<file path="config.mk">
export PLATFORM = sky130hd
export DESIGN_NAME = rc_servo_frame_parser_unit
export DESIGN_NICKNAME = d
export VERILOG_FILES = /design/src/rtl/core/rcsfp_pkg.sv /design/src/rtl/core/rcsfp_ctrl.sv /design/src/rtl/core/rcsfp_dpath.sv /design/src/rtl/core/rc_servo_frame_parser_unit.sv
export SDC_FILE = /design/constraint.sdc
export NUM_CORES = 1
export LEC_CHECK = 0
export BUFFER_PORTS_ARGS = -buffer_cell sky130_fd_sc_hd__buf_2
export CORE_AREA = 2 2 222 224
export CTS_CLUSTER_DIAMETER = 100
export DETAILED_ROUTE_END_ITERATION = 7
export DIE_AREA = 0 0 224 226
export SLEW_MARGIN = 10
export SYNTH_ARGS = -nofsm -noshare
export SYNTH_HDL_FRONTEND = slang
export SYNTH_SLANG_ARGS = --single-unit
</file>
<file path="constraint.sdc">
create_clock -name clk_i -period 3.9 [get_ports clk_i]
set_input_delay 0.78 -clock clk_i [delete_from_list [all_inputs] [get_ports clk_i]]
set_output_delay 0.78 -clock clk_i [all_outputs]
set_load 0.01 [all_outputs]
</file>
<file path="src/rtl/core/rcsfp_pkg.sv">
// rcsfp_pkg: shared constants, types and helpers for the servo frame parser.
// Used by rcsfp_ctrl, rcsfp_dpath and rc_servo_frame_parser_unit.
package rcsfp_pkg;

  localparam int DefFrameBytes = 32;
  localparam int DefChannels   = 14;

  localparam int ByteW     = 8;
  localparam int WordW     = 16;
  localparam int CountW    = 32;
  localparam int ChIdxW    = 4;
  localparam int StoreDepth = 32;
  localparam int StoreAw   = 5;
  // byte address of a channel word, wide enough for 2 + 2 * 13 + 1
  localparam int ByteAddrW = 6;

  localparam int CfgIdxW  = 1;
  localparam int CfgDataW = 8;

  localparam logic [CfgIdxW-1:0] RegHeader  = 1'b0;
  localparam logic [CfgIdxW-1:0] RegCommand = 1'b1;

  localparam logic [ByteW-1:0] HeaderReset  = 8'd32;
  localparam logic [ByteW-1:0] CommandReset = 8'd64;

  // controller -> datapath
  typedef struct packed {
    logic byte_take;  // input request accepted this cycle
    logic ch_clr;     // restart channel counter for a new good frame
    logic rd_en;      // read one frame byte
    logic rd_hi;      // read the high byte of the current channel
    logic lo_cap;     // capture low byte from read data
    logic load_out;   // load the output register
    logic ch_inc;     // step to next channel
  } ctrl_cmd_t;

  // datapath -> controller
  typedef struct packed {
    logic frame_good;  // byte on the input closes a frame with a good checksum
    logic out_free;    // output register can take a new result
    logic last_ch;     // current channel is the last one
  } ctrl_sts_t;

  function automatic logic [CountW-1:0] sat_inc(input logic [CountW-1:0] v);
    sat_inc = (v == {CountW{1'b1}}) ? v : v + CountW'(1);
  endfunction

endpackage

</file>
<file path="src/rtl/core/rcsfp_ctrl.sv">
// rcsfp_ctrl: sequencer for byte intake and channel read-out.
// Depends on rcsfp_pkg for the command and status structs.
module rcsfp_ctrl (
  input  logic                clk_i,
  input  logic                rst_ni,
  input  logic                in_valid_i,
  output logic                in_stall_o,
  input  rcsfp_pkg::ctrl_sts_t sts_i,
  output rcsfp_pkg::ctrl_cmd_t cmd_o
);

  localparam logic [1:0] S_IN    = 2'd0;
  localparam logic [1:0] S_RD_LO = 2'd1;
  localparam logic [1:0] S_RD_HI = 2'd2;
  localparam logic [1:0] S_LOAD  = 2'd3;

  logic [1:0] state_q, state_d;
  logic       in_take;

  assign in_take    = in_valid_i && (state_q == S_IN);
  assign in_stall_o = (state_q != S_IN);

  always_comb begin
    cmd_o           = '0;
    cmd_o.byte_take = in_take;
    cmd_o.ch_clr    = in_take && sts_i.frame_good;
    cmd_o.rd_en     = (state_q == S_RD_LO) || (state_q == S_RD_HI);
    cmd_o.rd_hi     = (state_q == S_RD_HI);
    cmd_o.lo_cap    = (state_q == S_RD_HI);
    cmd_o.load_out  = (state_q == S_LOAD) && sts_i.out_free;
    cmd_o.ch_inc    = cmd_o.load_out && !sts_i.last_ch;
  end

  always_comb begin
    state_d = state_q;
    unique case (state_q)
      S_IN: begin
        if (in_take && sts_i.frame_good) begin
          state_d = S_RD_LO;
        end
      end
      S_RD_LO: state_d = S_RD_HI;
      S_RD_HI: state_d = S_LOAD;
      S_LOAD: begin
        if (sts_i.out_free) begin
          state_d = sts_i.last_ch ? S_IN : S_RD_LO;
        end
      end
      default: state_d = S_IN;
    endcase
  end

  always_ff @(posedge clk_i or negedge rst_ni) begin
    if (!rst_ni) begin
      state_q <= S_IN;
    end else begin
      state_q <= state_d;
    end
  end

  a_load_only_when_free: assert property (@(posedge clk_i) disable iff (!rst_ni)
    cmd_o.load_out |-> sts_i.out_free)
    else $error("output loaded while occupied");

  a_good_frame_starts_readout: assert property (@(posedge clk_i) disable iff (!rst_ni)
    (in_take && sts_i.frame_good) |=> (state_q == S_RD_LO))
    else $error("good frame did not start read-out");

  a_no_read_in_intake: assert property (@(posedge clk_i) disable iff (!rst_ni)
    cmd_o.byte_take |-> !cmd_o.rd_en && !cmd_o.load_out)
    else $error("byte intake overlaps read-out");

endmodule

</file>
<file path="src/rtl/core/rcsfp_dpath.sv">
// rcsfp_dpath: frame store, running checksum, error counters and output register.
// Depends on rcsfp_pkg; driven by rcsfp_ctrl commands.
module rcsfp_dpath #(
  parameter int FRAME_BYTES = rcsfp_pkg::DefFrameBytes,
  parameter int CHANNELS    = rcsfp_pkg::DefChannels
) (
  input  logic                                clk_i,
  input  logic                                rst_ni,
  input  logic                                cfg_we_i,
  input  logic [rcsfp_pkg::CfgIdxW-1:0]       cfg_idx_i,
  input  logic [rcsfp_pkg::CfgDataW-1:0]      cfg_data_i,
  input  logic [rcsfp_pkg::ByteW-1:0]         rx_byte_i,
  input  rcsfp_pkg::ctrl_cmd_t                cmd_i,
  output rcsfp_pkg::ctrl_sts_t                sts_o,
  output logic                                out_valid_o,
  input  logic                                out_stall_i,
  output logic [rcsfp_pkg::ChIdxW-1:0]        channel_index_o,
  output logic [rcsfp_pkg::WordW-1:0]         channel_value_o,
  output logic                                last_channel_o,
  output logic [rcsfp_pkg::CountW-1:0]        good_frames_o,
  output logic [rcsfp_pkg::CountW-1:0]        header_error_total_o,
  output logic [rcsfp_pkg::CountW-1:0]        checksum_error_total_o
);

  localparam int PosW = $clog2(FRAME_BYTES);
  localparam logic [PosW-1:0] PosLast = PosW'(FRAME_BYTES - 1);
  localparam logic [PosW-1:0] PosCksLo = PosW'(FRAME_BYTES - 2);
  localparam logic [rcsfp_pkg::ChIdxW-1:0] ChLast = rcsfp_pkg::ChIdxW'(CHANNELS - 1);

  logic [rcsfp_pkg::ByteW-1:0]  hdr_q, cmd_q;
  logic [PosW-1:0]              pos_q, pos_d;
  logic [rcsfp_pkg::WordW-1:0]  sum_q, sum_d;
  logic [rcsfp_pkg::ByteW-1:0]  cks_lo_q;
  logic [rcsfp_pkg::CountW-1:0] good_cnt_q, hdr_err_q, cks_err_q;
  logic [rcsfp_pkg::ChIdxW-1:0] ch_q;
  logic [rcsfp_pkg::ByteW-1:0]  frame_mem [rcsfp_pkg::StoreDepth];
  logic [rcsfp_pkg::ByteW-1:0]  rd_data_q, lo_q;
  logic                         rd_ok_q;
  logic                         out_valid_q;

  logic                              hdr_hit, at_first, cmd_bad, at_end, cks_ok, restart;
  logic                              wr_en;
  logic [rcsfp_pkg::StoreAw-1:0]     wr_addr;
  logic [rcsfp_pkg::ByteAddrW-1:0]   rd_addr;
  logic                              out_take;

  assign hdr_hit  = (rx_byte_i == hdr_q);
  assign at_first = (pos_q == '0);
  assign cmd_bad  = (pos_q == PosW'(1)) && (rx_byte_i != cmd_q);
  assign at_end   = (pos_q == PosLast);
  // expected word is 0xFFFF minus the sum, i.e. its complement
  assign cks_ok   = ({rx_byte_i, cks_lo_q} == ~sum_q);
  assign restart  = at_first || cmd_bad;

  assign wr_en   = cmd_i.byte_take && (!restart || hdr_hit);
  assign wr_addr = restart ? '0 : rcsfp_pkg::StoreAw'(pos_q);

  always_comb begin
    pos_d = pos_q;
    sum_d = sum_q;
    if (cmd_i.byte_take) begin
      if (restart) begin
        pos_d = hdr_hit ? PosW'(1) : '0;
        sum_d = rcsfp_pkg::WordW'(rx_byte_i);
      end else begin
        pos_d = at_end ? '0 : pos_q + PosW'(1);
        if (pos_q < PosCksLo) begin
          sum_d = sum_q + rcsfp_pkg::WordW'(rx_byte_i);
        end
      end
    end
  end

  // channel word sits at byte 2 + 2 * ch; bytes beyond the frame read as zero
  assign rd_addr = rcsfp_pkg::ByteAddrW'(2) + {1'b0, ch_q, 1'b0}
                 + rcsfp_pkg::ByteAddrW'(cmd_i.rd_hi);

  assign out_take = out_valid_q && !out_stall_i;

  assign sts_o.frame_good = at_end && cks_ok;
  assign sts_o.out_free   = !out_valid_q || !out_stall_i;
  assign sts_o.last_ch    = (ch_q == ChLast);

  always_ff @(posedge clk_i) begin
    if (wr_en) begin
      frame_mem[wr_addr] <= rx_byte_i;
    end
    if (cmd_i.rd_en) begin
      rd_data_q <= frame_mem[rd_addr[rcsfp_pkg::StoreAw-1:0]];
      rd_ok_q   <= (rd_addr < rcsfp_pkg::ByteAddrW'(FRAME_BYTES));
    end
  end

  always_ff @(posedge clk_i) begin
    sum_q <= sum_d;
    if (cmd_i.byte_take && (pos_q == PosCksLo)) begin
      cks_lo_q <= rx_byte_i;
    end
    if (cmd_i.lo_cap) begin
      lo_q <= rd_ok_q ? rd_data_q : '0;
    end
    if (cmd_i.load_out) begin
      channel_index_o        <= ch_q;
      channel_value_o        <= {(rd_ok_q ? rd_data_q : '0), lo_q};
      last_channel_o         <= (ch_q == ChLast);
      good_frames_o          <= good_cnt_q;
      header_error_total_o   <= hdr_err_q;
      checksum_error_total_o <= cks_err_q;
    end
  end

  always_ff @(posedge clk_i or negedge rst_ni) begin
    if (!rst_ni) begin
      hdr_q       <= rcsfp_pkg::HeaderReset;
      cmd_q       <= rcsfp_pkg::CommandReset;
      pos_q       <= '0;
      good_cnt_q  <= '0;
      hdr_err_q   <= '0;
      cks_err_q   <= '0;
      ch_q        <= '0;
      out_valid_q <= 1'b0;
    end else begin
      if (cfg_we_i) begin
        unique case (cfg_idx_i)
          rcsfp_pkg::RegHeader:  hdr_q <= cfg_data_i;
          rcsfp_pkg::RegCommand: cmd_q <= cfg_data_i;
          default: ;
        endcase
      end
      pos_q <= pos_d;
      if (cmd_i.byte_take && cmd_bad) begin
        hdr_err_q <= rcsfp_pkg::sat_inc(hdr_err_q);
      end
      if (cmd_i.byte_take && !restart && at_end) begin
        if (cks_ok) begin
          good_cnt_q <= rcsfp_pkg::sat_inc(good_cnt_q);
        end else begin
          cks_err_q <= rcsfp_pkg::sat_inc(cks_err_q);
        end
      end
      if (cmd_i.ch_clr) begin
        ch_q <= '0;
      end else if (cmd_i.ch_inc) begin
        ch_q <= ch_q + rcsfp_pkg::ChIdxW'(1);
      end
      if (cmd_i.load_out) begin
        out_valid_q <= 1'b1;
      end else if (out_take) begin
        out_valid_q <= 1'b0;
      end
    end
  end

  assign out_valid_o = out_valid_q;

  a_pos_in_frame: assert property (@(posedge clk_i) disable iff (!rst_ni)
    pos_q <= PosLast)
    else $error("byte position beyond frame");

  a_good_count_monotonic: assert property (@(posedge clk_i) disable iff (!rst_ni)
    good_cnt_q >= $past(good_cnt_q))
    else $error("good frame count went down");

  a_ch_in_range: assert property (@(posedge clk_i) disable iff (!rst_ni)
    ch_q <= ChLast)
    else $error("channel counter out of range");

endmodule

</file>
<file path="src/rtl/core/rc_servo_frame_parser_unit.sv">
// rc_servo_frame_parser_unit: top level of the serial servo frame parser.
// Instantiates rcsfp_ctrl and rcsfp_dpath; uses rcsfp_pkg.
//
// Bytes are taken one per cycle while the parser collects a frame; a frame
// opens with the header byte, must carry the command byte second, and is
// checked on its last byte against the complement of the 16-bit byte sum.
// After the closing byte of a good frame, input stall stays high while the
// CHANNELS channel requests are read out of the frame store: its single read
// port fetches two bytes per channel, low byte then high byte, and the word is
// then loaded into the output register once that register is free.
// The last channel sits in the output register while new bytes are accepted.
module rc_servo_frame_parser_unit #(
  parameter int FRAME_BYTES = rcsfp_pkg::DefFrameBytes,
  parameter int CHANNELS    = rcsfp_pkg::DefChannels
) (
  input  logic                           clk_i,
  input  logic                           rst_ni,
  input  logic                           cfg_we_i,
  input  logic [rcsfp_pkg::CfgIdxW-1:0]  cfg_idx_i,
  input  logic [rcsfp_pkg::CfgDataW-1:0] cfg_data_i,
  input  logic                           in_valid_i,
  output logic                           in_stall_o,
  input  logic [rcsfp_pkg::ByteW-1:0]    rx_byte_i,
  output logic                           out_valid_o,
  input  logic                           out_stall_i,
  output logic [rcsfp_pkg::ChIdxW-1:0]   channel_index_o,
  output logic [rcsfp_pkg::WordW-1:0]    channel_value_o,
  output logic                           last_channel_o,
  output logic [rcsfp_pkg::CountW-1:0]   good_frames_o,
  output logic [rcsfp_pkg::CountW-1:0]   header_error_total_o,
  output logic [rcsfp_pkg::CountW-1:0]   checksum_error_total_o
);

  rcsfp_pkg::ctrl_cmd_t cmd;
  rcsfp_pkg::ctrl_sts_t sts;

  rcsfp_ctrl u_ctrl (
    .clk_i      (clk_i),
    .rst_ni     (rst_ni),
    .in_valid_i (in_valid_i),
    .in_stall_o (in_stall_o),
    .sts_i      (sts),
    .cmd_o      (cmd)
  );

  rcsfp_dpath #(
    .FRAME_BYTES (FRAME_BYTES),
    .CHANNELS    (CHANNELS)
  ) u_dpath (
    .clk_i                  (clk_i),
    .rst_ni                 (rst_ni),
    .cfg_we_i               (cfg_we_i),
    .cfg_idx_i              (cfg_idx_i),
    .cfg_data_i             (cfg_data_i),
    .rx_byte_i              (rx_byte_i),
    .cmd_i                  (cmd),
    .sts_o                  (sts),
    .out_valid_o            (out_valid_o),
    .out_stall_i            (out_stall_i),
    .channel_index_o        (channel_index_o),
    .channel_value_o        (channel_value_o),
    .last_channel_o         (last_channel_o),
    .good_frames_o          (good_frames_o),
    .header_error_total_o   (header_error_total_o),
    .checksum_error_total_o (checksum_error_total_o)
  );

endmodule
</file>
==> results.toml, run 1 <==
[global_route]
grt_pass1_vias = 11400
grtUsageTotal = 0.186
globalRouteOverflowTotal = 0
grt_first_pass_wirelength_um = 70100
grt_max_degree = 64
antenna_found_initial = 5

[sta]
worst_pin_slew_ps = 915
tns_ps = 0
setup_viol = 0
max_freq_mhz = 298
relSlewSlack = 0.389
drv_slew = 0
hold_violations = 0
post-route-min-period_ps = 3360
finalCritPeriodShare = 0.861
grt_setup_unrepaired = "false"
finalClockSkew_ps = 15.7

[route]
wl_um = 46200
antenna_left = 0
wl_per_cell_um = 21.6
drtIter0Drc = 943
avgViaCountPerCell = 5.34
drc = 0
vias = 11400
drt_pass1_iterations = 5

[clocking]
post_cts_buffers = 0
htreeDepth = 2
worstSkewPairLatency_ps = 600
clock-sinks = 538
cts_buffer_depth = 3
cts_made_buffers = 54
clk_pin_slew_worst_paths_ps = 60
hold_buffers = 0
tritoncts = "built"
root_buffer = "clkbuf_16"
ctsResizeCount = 0

[critical_path]
regToRegSetupSlack_ps = 540
required_ps = 4130
cp.arrival_ps = 3580
cp-end-kind = "register"
reg2reg_depth = 7
startpoint_type = "register"
r2r_start = "u_dpath.pos_q[4]"
critPathCapture = "u_dpath.frame_mem[28][1]"
critPathLaunch = "u_dpath.pos_q[4]"
path_max_fanout = 11
reg2reg_to = "u_dpath.frame_mem[28][1]"
critPathKind = "register to register"

[run_status]
status = "complete, no violations"

[floorplanning]
die_h_um = 226
coreArea_um2 = 48300
dieArea_um2 = 50600
fp.dieW_um = 224
io_pins = 141
fp-row-count = 81
initial_core_util = 0.446

[logic_synthesis]
synth_top_area_share = 0.577
syn_nets = 1298
syn_inst = 1253
yosys.area.top_type = "edfxtp_1"
yosysUniqueCellTypes = 51
yosys_warnings = 0
netlist_area_um2 = 21600
ys_ff_latch = 538
postSynthAreaPerCell_um2 = 17.2
synth_area_leaders = "edfxtp_1, dfrtp_1, mux4_2"
ys_seq_area_frac = 0.721

[final_layout]
layout.nets = 1523
postLayoutCoreUtil = 0.522
multi_input_area_um2 = 5830
syn2layout_area_growth_pct = 17.0
layout_commonest_cell = "edfxtp_1"
final_layout_size_suffix_gt1_frac = 0.271
nFillCells = 3927
final_cell_mix = "edfxtp_1, buf_2, dfrtp_1, xnor2_1, nand2_1"
antenna_cells = 0
layout.area.seq_um2 = 15500

[pwr]
p_sw_frac = 0.205
ir_drop_v = 0.000310
power_frac_seq = 0.527
p_per_area_nw_per_um2 = 475
power_frac_comb = 0.037
p_leak_uw = 0.00955
p_sw_uw = 2460
pwr-share-clk = 0.436
internal-power_uw = 9530

[placement]
io_buffers = 140
gp_congestion = 0.791
dp_hpwl_um = 32000

[min_path]
min_path_type = "primary input to asynchronous set/reset pin"

[job]
cap_viol_max_count = 0
==> per-layer routing <==
metal | global-route usage | routed length [µm]
met1 | 0.252 | 20200
met4 | 0.0503 | 1040
met2 | 0.308 | 22500
met5 | 0 | 11
met3 | 0.0366 | 2490
==> state kept, by name, summed over array words and instances (netlist names), 5 cells and up <==
register,cells
u_dpath.cks_err_q,32
u_dpath.hdr_err_q,32
u_dpath.frame_mem,256
u_dpath.lo_q,8
u_dpath.checksum_error_total_o,32
u_dpath.cmd_q,8
u_dpath.rd_data_q,8
u_dpath.sum_q,16
u_dpath.channel_value_o,16
u_dpath.good_frames_o,32
u_dpath.hdr_q,8
u_dpath.good_cnt_q,32
u_dpath.header_error_total_o,32
u_dpath.cks_lo_q,8
u_dpath.pos_q,5
==> synth_stat cells (all sizes together) <==
library cell	number
a21boi	2
mux2i	1
a211oi	2
nand4	34
ha	22
nand2	81
a21oi	13
o31ai	2
nand4b	1
a31oi	1
nand3	39
o21bai	1
fa	1
and4	12
a21o	3
a31o	1
edfxtp	414
a311oi	1
clkbuf	11
o21ai	20
or3	4
nor2b	5
nand3b	2
o21a	2
o211ai	1
xnor2	85
nor4	17
and2	16
dfrtp	122
xor2	56
dfstp	2
nor4b	5
mux2	28
buf	22
nor2	74
inv	17
mux4	80
and3	28
nand2b	3
a2111oi	2
nor3	20
==> per-stage QoR <==
stage               power [µW]  hold WS [ps]  cell area (µm²)  std cells  setup slack, ps
CTS                      12100           257            25200       2140              500
global route             12400           291            25200       2140              247
finish                   12000           249            25200       2140              542
global placement          6860           403            23400       2044              391
floorplan                 6670           400            21600       1253              215
detailed placement        6880           405            23400       2044              368
==> worst max-delay path, stage by stage (launching register included) <==
cell and delay [ps]:
dfrtp_1 500, nor3_1 670, nand2_1 140, a21oi_2 310, a21oi_2 60, nor3_1 300
o21ai_1 350, nor2_1 640
==> cell families (layout without fill, tap and decap cells) <==
| group | after synthesis | in the layout | synth area share |
|---|---|---|---|
| flip-flops | 538 | 538 | 0.721 |
| AND/OR/NAND/NOR | 341 | 341 | 0.0838 |
| XOR/XNOR | 141 | 141 | 0.0573 |
| multiplexers | 109 | 109 | 0.0986 |
| AO/OA/AOI/OAI | 51 | 51 | 0.0162 |
| buffers and inverters | 50 | 315 | 0.00981 |
| adder cells (fa/ha/maj) | 23 | 23 | 0.0137 |
==> cell type report <==
cell class | instances | area share
well taps | 622 | 0.0309
repair buffers | 202 | 0.0478
multi-input cells | 665 | 0.231
inverters | 17 | 0.00263
flip-flops and latches | 538 | 0.616
clock buffers | 77 | 0.0623
clock inverters | 19 | 0.00923
==> how the worst min path moves through the flow <==
stage,from,to,cells after the start
after detailed placement,u_dpath.lo_q[3],u_dpath.channel_value_o[3],0
after global routing,rst_ni,u_dpath.hdr_err_q[15],1
after CTS,rst_ni,u_dpath.hdr_err_q[26],1
final,rst_ni,u_dpath.hdr_err_q[15],1
after floorplan,u_dpath.lo_q[0],u_dpath.channel_value_o[0],0
after global placement,u_dpath.lo_q[7],u_dpath.channel_value_o[7],0
==> power groups by stage <==
stage                     Sequential [µW]  Clock, µW  Combinational (µW)
after floorplan                      6410          0                 258
after global placement               6430          0                 438
after detailed placement             6430          0                 450
after CTS                            6310       5360                 452
after global routing                 6320       5580                 494
final                                6310       5230                 442
Power figures use the tool's default switching activity.
==> inputs of run 2 (changes only) <==
- REMOVE_ABC_BUFFERS: unset -> 1
==> run 2 against run 1 <==
Clock power is 3% lower. Critical path depth stayed put. Power is 1.4% lower. Non-clock buffer count is 2 lower. Clock skew is 2.0 ps higher. Die area stayed put. Cell count is 0.23% higher. Critical endpoint is now u_dpath.frame_mem[28][7]. Largest power group unchanged. Highest routed layer is now met4.
==> results.toml, run 2 (same netlist as run 1, synthesis figures left out) <==
[run_status]
status = "complete, no violations"

[route]
drc = 0
wl_um = 46900
avgViaCountPerCell = 5.33
drtIter0Drc = 772
drt_pass1_iterations = 5
antenna_left = 0
wl_per_cell_um = 21.9
vias = 11400

[job]
cap_viol_max_count = 0

[floorplanning]
coreArea_um2 = 48300
die_h_um = 226
dieArea_um2 = 50600
fp.dieW_um = 224
initial_core_util = 0.446
io_pins = 141
fp-row-count = 81

[sta]
hold_violations = 0
hold_slack_ps = 107
finalCritPeriodShare = 0.871
grt_setup_unrepaired = "false"
drv_slew = 0
finalClockSkew_ps = 17.6
max_freq_mhz = 294
worst_pin_slew_ps = 1030
setup_viol = 0
tns_ps = 0
relSlewSlack = 0.306
post-route-min-period_ps = 3400

[placement]
dp_hpwl_um = 32800
gp_congestion = 0.805
io_buffers = 140

[critical_path]
crit_path_top_delay_cell = "nor2_1"
cp-end-kind = "register"
required_ps = 4140
critPathKind = "register to register"
path_buf_inv = 0
path_max_fanout = 11
slowest_delay_ps = 720
crit_family = "simple AND/OR/NAND/NOR gates"
cp.arrival_ps = 3640
startpoint_type = "register"
r2r_start = "u_dpath.pos_q[4]"
crit_chain = "nor3_1, nand2_1, a21oi_2, a21oi_2, nor3_1, o21ai_1, nor2_1"
critPathLaunch = "u_dpath.pos_q[4]"

[final_layout]
final_cell_mix = "edfxtp_1, buf_2, dfrtp_1, xnor2_1, nand2_1"
regMostFlops = "u_dpath.frame_mem"
antenna_cells = 0
layout_commonest_cell = "edfxtp_1"
largest_reg_flops = 256
postLayoutCoreUtil = 0.521
syn2layout_area_growth_pct = 16.8
nFillCells = 3938
layout.nets = 1522
final_layout_size_suffix_gt1_frac = 0.270

[pwr]
finalPower_uw = 11800
p_sw_frac = 0.212
pwr-share-clk = 0.427
internal-power_uw = 9310
p_leak_uw = 0.00954
ir_drop_v = 0.000364
p_per_area_nw_per_um2 = 469
power_frac_comb = 0.037
p_sw_uw = 2510
power_frac_seq = 0.535

[clocking]
worstSkewPairLatency_ps = 610
cts_buffer_depth = 3
cts_made_buffers = 55
tritoncts = "built"
post_cts_buffers = 0
ctsResizeCount = 0
clk_pin_slew_worst_paths_ps = 60
htreeDepth = 2
root_buffer = "clkbuf_16"
hold_buffers = 0
clock-sinks = 538

[global_route]
antenna_found_initial = 3
grtUsageTotal = 0.190
grt_max_degree = 60
globalRouteOverflowTotal = 0
grt_first_pass_wirelength_um = 71500
grt_pass1_vias = 11600

[min_path]
min_path_type = "primary input to asynchronous set/reset pin"
run 2: cell types whose count changed in the layout (fill, tap and decap cells not counted):
cell,previous run,this run
inv_16,0,1
clkbuf_1,13,14
clkinv_16,0,1
bufinv_16,5,1
inv_6,2,0
clkinv_4,1,0
clkinvlp_4,3,0
clkbuf_8,7,8
buf_12,3,5
clkinv_2,3,12
clkinv_1,5,9
buf_4,60,56
run 2: power by group through the flow:
| stage | clock network (µW) | logic (µW) | registers [µW] |
|---|---|---|---|
| finish | 5050 | 442 | 6330 |
| global route | 5410 | 492 | 6330 |
| CTS | 5170 | 449 | 6330 |
| detailed placement | 0 | 448 | 6450 |
| global placement | 0 | 436 | 6440 |
| floorplan | 0 | 253 | 6410 |
run 2: per-layer routing:
metal	vias up	share of wire	track usage
li1	5252	-	-
met1	5811	0.44	0.262
met2	293	0.48	0.309
met3	84	0.053	0.0358
met4	0	0.026	0.0585
met5	-	0	0
run 2: worst register-to-register path: cells and delay by family, from the launching register on:
kind / cells / cell delay [ps]
AOI/OAI and AO/OA: 3 / 780
DFF: 1 / 480
and+or+nand+nor: 4 / 1770
run 2: final timing paths:
path / end / slack [ps] / depth (start not counted)
setup / recovery: u_dpath.frame_mem[28][7] / 500 / 7
hold / removal: u_dpath.cks_err_q[8] / 110 / 1
setup reg to reg: u_dpath.frame_mem[28][7] / 500 / 7
hold reg to reg: u_dpath.channel_value_o[0] / 420 / 0
max in group asynchronous: u_dpath.good_cnt_q[26] / 2950 / 2
min in group clk_i: u_dpath.channel_value_o[0] / 420 / 0
run 2: area by class of cell:
class,instances,area [µm²],share of cell area
multi-input combinational,665,5830,0.231
timing repair buffer,200,1220,0.0483
tap,622,778,0.0309
inverter,17,66.3,0.00263
clock inverter,24,174,0.00690
clock buffer,79,1590,0.0631
sequential,538,15500,0.617
run 2: per-stage QoR:
| step | cells | setup WS (ps) | instance area (µm²) |
|---|---|---|---|
| floorplan | 1220 | -1060 | 21400 |
| global placement | 2042 | 369 | 23400 |
| detailed placement | 2042 | 238 | 23400 |
| CTS | 2145 | 519 | 25200 |
| global route | 2145 | 145 | 25200 |
| finish | 2145 | 503 | 25200 |
